`config.mk`:
```
export PLATFORM = sky130hd
export DESIGN_NAME = length_prefixed_envelope_deframer
export DESIGN_NICKNAME = d
export VERILOG_FILES = /design/src/hdl/lped_pkg.sv /design/src/hdl/lped_in_stage.sv /design/src/hdl/lped_parser.sv /design/src/hdl/lped_out_reg.sv /design/src/hdl/length_prefixed_envelope_deframer.sv
export VERILOG_INCLUDE_DIRS = /design/src /design/src/hdl
export SDC_FILE = /design/constraint.sdc
export NUM_CORES = 1
export LEC_CHECK = 0
export ABC_AREA = 1
export ABC_CLOCK_PERIOD_IN_PS = 11200
export BUFFER_PORTS_ARGS = -buffer_cell sky130_fd_sc_hd__buf_2
export CORE_MARGIN = 3
export CORE_UTILIZATION = 50
export CTS_CLUSTER_DIAMETER = 50
export CTS_CLUSTER_SIZE = 28
export DETAILED_ROUTE_END_ITERATION = 12
export PLACE_DENSITY = 0.73
export SLEW_MARGIN = 0
export SYNTH_ARGS = -nofsm -noshare
export SYNTH_HDL_FRONTEND = slang
export SYNTH_SLANG_ARGS = --single-unit
```
`constraint.sdc`:
```
create_clock -name clock -period 11.2 [get_ports clock]
set_clock_uncertainty 0.2 [all_clocks]
set_input_delay 0.56 -clock clock [delete_from_list [all_inputs] [get_ports clock]]
set_output_delay 0.56 -clock clock [all_outputs]
set_load 0.02 [all_outputs]
```
`src/hdl/length_prefixed_envelope_deframer_assert.svh`:
```
// Assertion macros used by the envelope deframer parser.
// Depends on nothing; define ASSERT_OFF to drop every check.
`ifndef LENGTH_PREFIXED_ENVELOPE_DEFRAMER_ASSERT_SVH
`define LENGTH_PREFIXED_ENVELOPE_DEFRAMER_ASSERT_SVH

`ifndef ASSERT_OFF
`define LPED_ASSERT(label, clk, rst, prop) \
   label: assert property (@(posedge clk) disable iff (rst) prop) \
      else $error("lped assertion failed");
`define LPED_ASSERT_NEXT(label, clk, rst, cond, prop) \
   label: assert property (@(posedge clk) disable iff (rst) (cond) |=> (prop)) \
      else $error("lped assertion failed");
`else
`define LPED_ASSERT(label, clk, rst, prop)
`define LPED_ASSERT_NEXT(label, clk, rst, cond, prop)
`endif

`endif

```
`src/hdl/lped_pkg.sv`:
```
// Types and constants shared by the envelope deframer modules.
// Depends on nothing.
package lped_pkg;

   localparam int WORD_BITS = 32;
   localparam int BYTE_BITS = 8;

   localparam logic [1:0] KIND_VERSION  = 2'd0;
   localparam logic [1:0] KIND_PAYLOAD  = 2'd1;
   localparam logic [1:0] KIND_EMPTY    = 2'd2;
   localparam logic [1:0] KIND_TRUNCATE = 2'd3;

   localparam logic [2:0] SECTION_VERSION = 3'd0;
   localparam logic [2:0] SECTION_SENDER  = 3'd1;
   localparam logic [2:0] SECTION_AAD     = 3'd5;

   localparam logic [1:0] HEADER_LAST_BYTE = 2'd3;

   typedef struct packed {
      logic [7:0] data_byte;
      logic       buffer_end;
   } req_type;

   typedef struct packed {
      logic [1:0]  kind;
      logic [2:0]  section;
      logic [31:0] value;
      logic        section_last;
      logic        envelope_done;
      logic        truncated;
   } rsp_type;

   typedef struct packed {
      logic    valid;
      rsp_type data;
   } result_type;

   typedef struct packed {
      logic    valid;
      req_type data;
   } item_type;

endpackage

```
`src/hdl/lped_in_stage.sv`:
```
// Input register of the envelope deframer.
// Depends on lped_pkg for the request and item types.
module lped_in_stage (
   input  logic              clock,
   input  logic              reset,
   input  logic              req_valid,
   output logic              req_stall,
   input  lped_pkg::req_type req_data,
   input  logic              advance,
   output lped_pkg::item_type item
);

   logic              valid_ff;
   logic              valid_in;
   lped_pkg::req_type data_ff;
   logic              take;

   assign req_stall = valid_ff && !advance;
   assign take      = req_valid && !req_stall;

   always_comb begin
      if (take) begin
         valid_in = 1'b1;
      end else if (advance) begin
         valid_in = 1'b0;
      end else begin
         valid_in = valid_ff;
      end
   end

   always_ff @(posedge clock) begin
      if (reset) begin
         valid_ff <= 1'b0;
      end else begin
         valid_ff <= valid_in;
      end
      if (take) begin
         data_ff <= req_data;
      end
   end

   assign item.valid = valid_ff;
   assign item.data  = data_ff;

endmodule

```
`src/hdl/lped_parser.sv`:
```
// Framing state and per-byte result logic of the envelope deframer.
// Depends on lped_pkg and the assertion macro header.
`include "length_prefixed_envelope_deframer_assert.svh"

module lped_parser (
   input  logic                  clock,
   input  logic                  reset,
   input  lped_pkg::item_type    item,
   input  logic                  advance,
   output lped_pkg::result_type  result
);

   logic [2:0]  section_ff,   section_in;
   logic        in_header_ff, in_header_in;
   logic [1:0]  hdr_cnt_ff,   hdr_cnt_in;
   logic [31:0] acc_ff,       acc_in;
   logic [31:0] remain_ff,    remain_in;
   logic        done_ff,      done_in;

   logic [31:0] acc_shift;
   logic        step;
   logic        finish;

   assign step      = item.valid && advance;
   assign acc_shift = {acc_ff[lped_pkg::WORD_BITS-lped_pkg::BYTE_BITS-1:0],
                       item.data.data_byte};

   always_comb begin
      section_in   = section_ff;
      in_header_in = in_header_ff;
      hdr_cnt_in   = hdr_cnt_ff;
      acc_in       = acc_ff;
      remain_in    = remain_ff;
      done_in      = done_ff;
      finish       = 1'b0;
      result       = '0;

      if (!done_ff) begin
         if (in_header_ff) begin
            hdr_cnt_in = hdr_cnt_ff + 2'd1;
            if (hdr_cnt_ff == lped_pkg::HEADER_LAST_BYTE) begin
               acc_in = '0;
               if (section_ff == lped_pkg::SECTION_VERSION) begin
                  result.valid        = 1'b1;
                  result.data.kind    = lped_pkg::KIND_VERSION;
                  result.data.section = lped_pkg::SECTION_VERSION;
                  result.data.value   = acc_shift;
                  section_in          = lped_pkg::SECTION_SENDER;
               end else if (acc_shift == '0) begin
                  result.valid        = 1'b1;
                  result.data.kind    = lped_pkg::KIND_EMPTY;
                  result.data.section = section_ff;
                  finish              = 1'b1;
               end else begin
                  remain_in    = acc_shift;
                  in_header_in = 1'b0;
               end
            end else begin
               acc_in = acc_shift;
            end
         end else begin
            result.valid        = 1'b1;
            result.data.kind    = lped_pkg::KIND_PAYLOAD;
            result.data.section = section_ff;
            result.data.value   = {24'd0, item.data.data_byte};
            remain_in           = remain_ff - 32'd1;
            finish              = (remain_ff == 32'd1);
         end
      end

      if (finish) begin
         result.data.section_last = 1'b1;
         if (section_ff >= lped_pkg::SECTION_AAD) begin
            done_in                   = 1'b1;
            result.data.envelope_done = 1'b1;
         end else begin
            section_in = section_ff + 3'd1;
         end
         in_header_in = 1'b1;
         hdr_cnt_in   = '0;
         acc_in       = '0;
      end

      if (item.data.buffer_end) begin
         if (!done_in) begin
            if (!result.valid) begin
               result.valid        = 1'b1;
               result.data.kind    = lped_pkg::KIND_TRUNCATE;
               result.data.section = section_in;
            end
            result.data.truncated = 1'b1;
         end
         section_in   = lped_pkg::SECTION_VERSION;
         in_header_in = 1'b1;
         hdr_cnt_in   = '0;
         acc_in       = '0;
         remain_in    = '0;
         done_in      = 1'b0;
      end

      result.valid = result.valid && item.valid;
   end

   always_ff @(posedge clock) begin
      if (reset) begin
         section_ff   <= lped_pkg::SECTION_VERSION;
         in_header_ff <= 1'b1;
         hdr_cnt_ff   <= '0;
         acc_ff       <= '0;
         remain_ff    <= '0;
         done_ff      <= 1'b0;
      end else if (step) begin
         section_ff   <= section_in;
         in_header_ff <= in_header_in;
         hdr_cnt_ff   <= hdr_cnt_in;
         acc_ff       <= acc_in;
         remain_ff    <= remain_in;
         done_ff      <= done_in;
      end
   end

   `LPED_ASSERT(a_section_range, clock, reset, section_ff <= lped_pkg::SECTION_AAD)
   `LPED_ASSERT(a_done_in_aad, clock, reset, !done_ff || section_ff == lped_pkg::SECTION_AAD)
   `LPED_ASSERT(a_body_has_bytes, clock, reset, in_header_ff || remain_ff != '0)
   `LPED_ASSERT_NEXT(a_end_restarts, clock, reset, step && item.data.buffer_end, section_ff == lped_pkg::SECTION_VERSION && !done_ff)

endmodule

```
`src/hdl/lped_out_reg.sv`:
```
// Result register of the envelope deframer, held while the receiver stalls.
// Depends on lped_pkg for the response and result types.
module lped_out_reg (
   input  logic                 clock,
   input  logic                 reset,
   input  lped_pkg::result_type result,
   output logic                 advance,
   output logic                 rsp_valid,
   input  logic                 rsp_stall,
   output lped_pkg::rsp_type    rsp_data
);

   logic              valid_ff;
   logic              valid_in;
   lped_pkg::rsp_type data_ff;

   assign advance  = !(valid_ff && rsp_stall);
   assign valid_in = advance ? result.valid : valid_ff;

   always_ff @(posedge clock) begin
      if (reset) begin
         valid_ff <= 1'b0;
      end else begin
         valid_ff <= valid_in;
      end
      if (advance && result.valid) begin
         data_ff <= result.data;
      end
   end

   assign rsp_valid = valid_ff;
   assign rsp_data  = data_ff;

endmodule

```
`src/hdl/length_prefixed_envelope_deframer.sv`:
```
// Top level of the length-prefixed envelope deframer.
// Depends on lped_pkg, lped_in_stage, lped_parser and lped_out_reg.
//
// The request channel carries one envelope byte per transaction together with
// a flag that marks the final byte of the buffer. The response channel carries
// at most one result per byte: the version word, a tagged payload byte, an
// empty-section marker, or a truncation notice.
// Each byte is captured in an input register, parsed by the framing logic, and
// its result is written to an output register, from which it drives rsp_valid.
// One byte is accepted every cycle while rsp_stall does not hold the output
// register, as each byte takes a single pass through the framing state; bytes
// that give no result simply leave no response.
// When the receiver asserts rsp_stall with a result waiting, the output
// register holds, the parser pauses, and req_stall rises once the input
// register is also full; nothing is lost or repeated.
// Synchronous reset empties both registers and returns the framing state to
// the start of an envelope. A byte flagged as the buffer end does the same
// after its result, so the next byte starts a new envelope.
module length_prefixed_envelope_deframer (
   input  logic              clock,
   input  logic              reset,
   input  logic              req_valid,
   output logic              req_stall,
   input  lped_pkg::req_type req_data,
   output logic              rsp_valid,
   input  logic              rsp_stall,
   output lped_pkg::rsp_type rsp_data
);

   lped_pkg::item_type   item;
   lped_pkg::result_type result;
   logic                 advance;

   lped_in_stage u_in_stage (
      .clock     (clock),
      .reset     (reset),
      .req_valid (req_valid),
      .req_stall (req_stall),
      .req_data  (req_data),
      .advance   (advance),
      .item      (item)
   );

   lped_parser u_parser (
      .clock   (clock),
      .reset   (reset),
      .item    (item),
      .advance (advance),
      .result  (result)
   );

   lped_out_reg u_out_reg (
      .clock     (clock),
      .reset     (reset),
      .result    (result),
      .advance   (advance),
      .rsp_valid (rsp_valid),
      .rsp_stall (rsp_stall),
      .rsp_data  (rsp_data)
   );

endmodule
```
# Word-level counts from Yosys, hierarchy flattened

Index checks and enable logic that the tools add are counted.
Widths: inputs -> output; s select.

Bitwise gates (word level): 3
Reduce and logical (&&, ||, !) cells: 15
$add $sub $neg: 3
Magnitude comparators: 1
Equality and inequality tests: 8
Mux-type cells: 50

Operator list:

| kind                  | number |
|---|---|
| $mux 32               | 7 |
| $mux 24               | 5 |
| $mux 38               | 3 |
| $eq 32x1->1 const B   | 1 |
| $logic_not 32->1      | 1 |
| $sub 32x1->32 const B | 1 |
| $mux 6                | 4 |
| $mux 3                | 7 |
| $mux 1                | 18 |
| $ne 3x3->1 const B    | 4 |
| $mux 2                | 5 |
| $logic_and 1x1->1     | 6 |
| $mux 5                | 1 |
| $reduce_and 5->1      | 1 |
| $reduce_or 4->1       | 1 |
| $add 3x1->3 const B   | 1 |
| $ge 3x3->1 const B    | 1 |
| $logic_not 3->1       | 1 |
| $not 1->1             | 3 |
| $reduce_and 3->1      | 1 |
| $reduce_bool 3->1     | 1 |
| $add 2x1->2 const B   | 1 |
| $eq 2x2->1 const B    | 1 |
| $logic_not 1->1       | 2 |
| other kinds (3)       | 3 |

Logic and storage cells: 97
Flip-flop bits (word level): 114
Output and inout port bits: 42

# Depth between registers and ports, before layout

Depth after elaboration: 12
Depth in mapped cells: 13
Mapped depth without buffers: 13

# Cells and area by module

From an unflattened synthesis, not the netlist that was laid out.

Cell total of the unflattened synthesis: 739
Area total of the unflattened synthesis: 5650.4 sq um

By module, submodules not included:

| module        | area an instance (sq um) | cells an instance | times used |
|---|---|---|---|
| lped_parser   | 4081.4                   | 677               | 1 |
| lped_out_reg  | 1244.9                   | 45                | 1 |
| lped_in_stage | 324.1                    | 17                | 1 |

# Worst setup path before layout

No wires, ideal clock.

Path kind: reg-to-reg
From: register u_in_stage.data_ff (netlist bit u_in_stage.item[2])
To: register u_out_reg.data_ff (netlist bit u_out_reg.rsp_data[0]), enable pin
Required time: 10.549 ns
Period minus slack after synthesis: 3.736 ns
Arrival: 3.085 ns
Path slack: 7.464 ns
Stages on the path, launching flop included: 10
Path through: edfxtp_1 nor2_1 nand2_1 nor2_1 nand2_1 nor2_1 nand2_1 nand2_1 o211ai_1 a21oi_1

Longest elaborated chain between the ends: 11
Elaborated cells between the ends (all ways): 16
Those cells by class: 13 x mux; 3 x reduce/logical

RTL lines:

| element                  | line                | text |
|---|---|---|
| start: declaration       | lped_in_stage.sv:15 | `lped_pkg::req_type data_ff;` |
| start signal: assignment | lped_in_stage.sv:38 | `data_ff <= req_data;` |
| $logic_not 32->1 (*)     | lped_parser.sv:49   | `end else if (acc_shift == '0) begin` |
| $mux 1                   | lped_parser.sv:49   |  |
| $mux 1                   | lped_parser.sv:43   | `if (section_ff == lped_pkg::SECTION_VERSION) begin` |
| $mux 1                   | lped_parser.sv:41   | `if (hdr_cnt_ff == lped_pkg::HEADER_LAST_BYTE) begin` |
| $mux 1                   | lped_parser.sv:39   | `if (in_header_ff) begin` |
| $mux 1                   | lped_parser.sv:38   | `if (!done_ff) begin` |
| $mux 1                   | lped_parser.sv:71   | `if (finish) begin` |
| $mux 6                   | lped_parser.sv:85   | `if (!done_in) begin` |
| $mux 6 (*)               | lped_parser.sv:84   | `if (item.data.buffer_end) begin` |
| $logic_and 1x1->1 (*)    | lped_parser.sv:101  | `result.valid = result.valid && item.valid;` |
| $logic_and 1x1->1 (*)    | lped_out_reg.sv:26  | `if (advance && result.valid) begin` |
| end signal: assignment   | lped_out_reg.sv:27  | `data_ff <= result.data;` |
| end: declaration         | lped_out_reg.sv:15  | `lped_pkg::rsp_type data_ff;` |

Every way passes the cells marked *; elsewhere a longest branch is shown, timed or not.
A chain may end at the register's enable or synchronous reset.

# Worst setup path in the final report

From: register u_in_stage.data_ff (netlist bit u_in_stage.item[0])
To: register u_parser.remain_ff[0]

Longest elaborated chain between the ends: 2
Elaborated cells between the ends (all ways): 6
Those cells by class: 4 x eq/ne; 1 x mux; 1 x reduce/logical

RTL lines:

| element                                                          | line               | text |
|---|---|---|
| $ne 3x3->1 (no source line) / $ne 2x2->1 (equally long branches) | -                  |  |
| $reduce_and 5->1 (no source line)                                | -                  |  |
| end signal: assignment                                           | lped_parser.sv:117 | `remain_ff <= remain_in;` |
| end: declaration                                                 | lped_parser.sv:17  | `logic [31:0] remain_ff, remain_in;` |

Several ways; a longest one is shown, not always the timed one.

==> impl_metrics.csv <==
group,metric,value,unit
power,p_leak,0.00296,uW
placed_design,io_buffers,54,
sta,hold_viol_final,0,
yosys,yosysMostFrequentCell,"nand2_1",
clocking,clk_path_buf_depth,2,
global_routing,grt_usage,0.251,
die,fp-row-count,38,
cells_and_area,fillCellCount,1016,
die,dieArea,12800,um^2
cells_and_area,seq_area,2770,um^2
sta,slew_viol_final,0,
yosys,async_reset_ff_frac,0,
yosys,synth_edf_count,49,
drt,via_per_inst,5.52,
flow_run,maxCapViolCount,0,
sta,worst_pin_slew,1260,ps
drt,drt_pre_antenna_iters,5,
worst_hold_path,whs_endpoint,"u_in_stage.item[8]",
global_routing,grt_max_degree,63,
sta,slew_headroom,0.158,
yosys,synth.largest_area_cell,"edfxtp_1",
critical_path,crit_fanout,31,
worst_hold_path,hold_path_depth,1,
global_routing,grt_first_pass_wirelength,25600,um
drt,totalWireLength,15800,um
die,core,11000,um^2
critical_path,worstPathArrival,4260,ps
yosys,synth_seq_cells,114,
clocking,htreeDepth,4,
critical_path,required,11340,ps
clocking,cts_hold_repair.buffers,0,
sta,setup_tns,0,ps
sta,finalCritPeriodShare,0.368,
clocking,clkLatencyLatePin,420,ps
critical_path,rrSetupSlack,7080,ps
worst_hold_path,hold_start,"req_data[8]",
critical_path,critPathKind,"register to register",
drt,drt_iter0_drc,453,
yosys,syn_area,5760,um^2
clocking,cts_resized,0,
global_routing,overflow,0,
worst_hold_path,hold_class,"input port to register",
die,io_pins,55,
power,p_per_area,165,nW/um^2
clocking,cts_num_sinks,114,
drt,wl_per_cell,16.1,um
sta,whs,116,ps
placed_design,gp_congestion,0.922,
cells_and_area,syn2layout_area_growth,15.8,%
yosys,syn_area_per_cell,7.35,um^2
clocking,cts_made_buffers,17,
yosys,synth.yosys.seq_area_share,0.482,
clocking,cts.clk_slew.worst_paths,60,ps
die,start_util,0.522,
power,internal_power,790,uW
placed_design,dp_hpwl,10900,um
yosys,synthesis.nets,802,
outcome,status,"finished, final reports clean",
power,pwr-share-seq,0.416,
cells_and_area,fin_nets,846,
placed_design,dpl_cell_area,6090,um^2
global_routing,antenna_found_initial,0,
global_routing,grt_pass1_vias,5129,
power,switching_share,0.281,
critical_path,rr_worst_depth,10,
die,dieWidth,113,um
cells_and_area,multi_input_area,2530,um^2
critical_path,reg2reg_to,"u_parser.remain_ff[0]",
power,finalPower,1100,uW
yosys,ys_types,35,
critical_path,crit-reg2reg-launch,"u_in_stage.item[0]",
cells_and_area,drive_gt1_frac,0.127,
clocking,cts_setup_buffers,0,
critical_path,cp-end-kind,"register",
cells_and_area,num_antenna_cells,0,
yosys,syn_inst,783,
power,p_sw,309,uW
yosys,synth_ff_type,"dfxtp_1",
sta,rsz0062_at_grt,"no",
yosys,yosys-top-cells-area,"edfxtp_1 26%, dfxtp_1 23%, nand2_1 11%",
drt,drc,0,
yosys,yosys-top-cells-count,"175 x nand2_1, 162 x nor2_1, 80 x inv_1",
sta,fmax,243,MHz
yosys,synth_top_area_frac,0.256,
die,die_h,113,um
sta,setup_violations,0,
clocking,cts_tree,"done",
power,ir_worst_vdd,0.108,mV
power,p_clk_frac,0.480,
critical_path,start_kind,"register",
yosys,yosys_warnings,0,
cells_and_area,fin_area,6670,um^2
placed_design,dp_slack,7260,ps
sta,fin_ws,7080,ps
drt,vias,5405,
drt,ant_nets,0,
sta,period_needed,4120,ps
clocking,root_buffer,"clkbuf_16",
power,comb_power_share,0.105,
-- placed cells by master, fill, tap and decap left out, types with 7 or more instances in the layout --
cell and n:
o21ai_0 39, edfxtp_1 49, nand4_1 18, buf_2 54, nor2_1 162, dfxtp_1 65
inv_6 7, a21oi_1 58, nand3_1 42, inv_1 80, nand2_1 175, nor3_1 7
clkbuf_16 17, o21ai_1 9, o2111ai_1 8
-- final cells by class --
cell class	instances	area share
clock inverter	15	0.0221
sequential	114	0.416
timing repair buffer	58	0.0450
tap	140	0.0263
inverter	83	0.0467
clock buffer	17	0.0638
multi-input combinational	553	0.380
-- stage by stage --
stage | cells | utilization
final | 980 | 0.604
after global routing | 980 | 0.604
after CTS | 980 | 0.604
after detailed placement | 948 | 0.552
after global placement | 948 | 0.552
after floorplan | 783 | -
-- cells by family after synthesis --
family | share of synthesized area
AOI/OAI and AO/OA | 0.119
adders and majority gates | 0.0130
xor gates and xnor gates | 0.00609
and+or+nand+nor | 0.300
DFF | 0.482
buffers and inverters | 0.0802
-- layer usage --
metal / part of all wire / track usage
met3: 0.062 / 0.0556
met1: 0.41 / 0.308
met2: 0.48 / 0.415
met5: 0 / 0
met4: 0.046 / 0.131
-- worst max-delay path by stage --
stage                             startpoint                      to  slack, ps
after floorplan           u_in_stage.item[2]   u_out_reg.rsp_data[0]       7460
after global placement    u_in_stage.item[0]   u_parser.remain_ff[1]       7420
final                     u_in_stage.item[0]   u_parser.remain_ff[0]       7080
after global routing      u_in_stage.item[0]   u_parser.remain_ff[0]       6730
after detailed placement  u_in_stage.item[0]  u_parser.remain_ff[17]       7260
after CTS                 u_in_stage.item[0]   u_parser.remain_ff[0]       7180
-- power by group through the flow --
stage | clock network (uW) | logic (uW) | registers (uW)
floorplan | 0 | 79.8 | 466
global placement | 0 | 109 | 465
detailed placement | 0 | 112 | 465
CTS | 527 | 113 | 457
global route | 548 | 129 | 458
finish | 527 | 115 | 457
-- state kept, by name (all words and copies together), names as in the netlist --
signal                 cells
u_in_stage.item            9
u_in_stage.valid_ff        1
u_out_reg.rsp_data        40
u_out_reg.rsp_valid        1
u_parser.acc_ff           24
u_parser.done_ff           1
u_parser.hdr_cnt_ff        2
u_parser.in_header_ff      1
u_parser.remain_ff        32
u_parser.section_ff        3
-- critical path: stages, from the launching register on --
cell,delay [ps]
edfxtp_1,670
inv_2,340
a21oi_2,300
inv_2,60
nor3_2,110
o21ai_1,110
nand2_1,790
inv_1,780
nor2_2,410
nand2_1,110
a21oi_1,140
(Power assumes the default switching activity.)
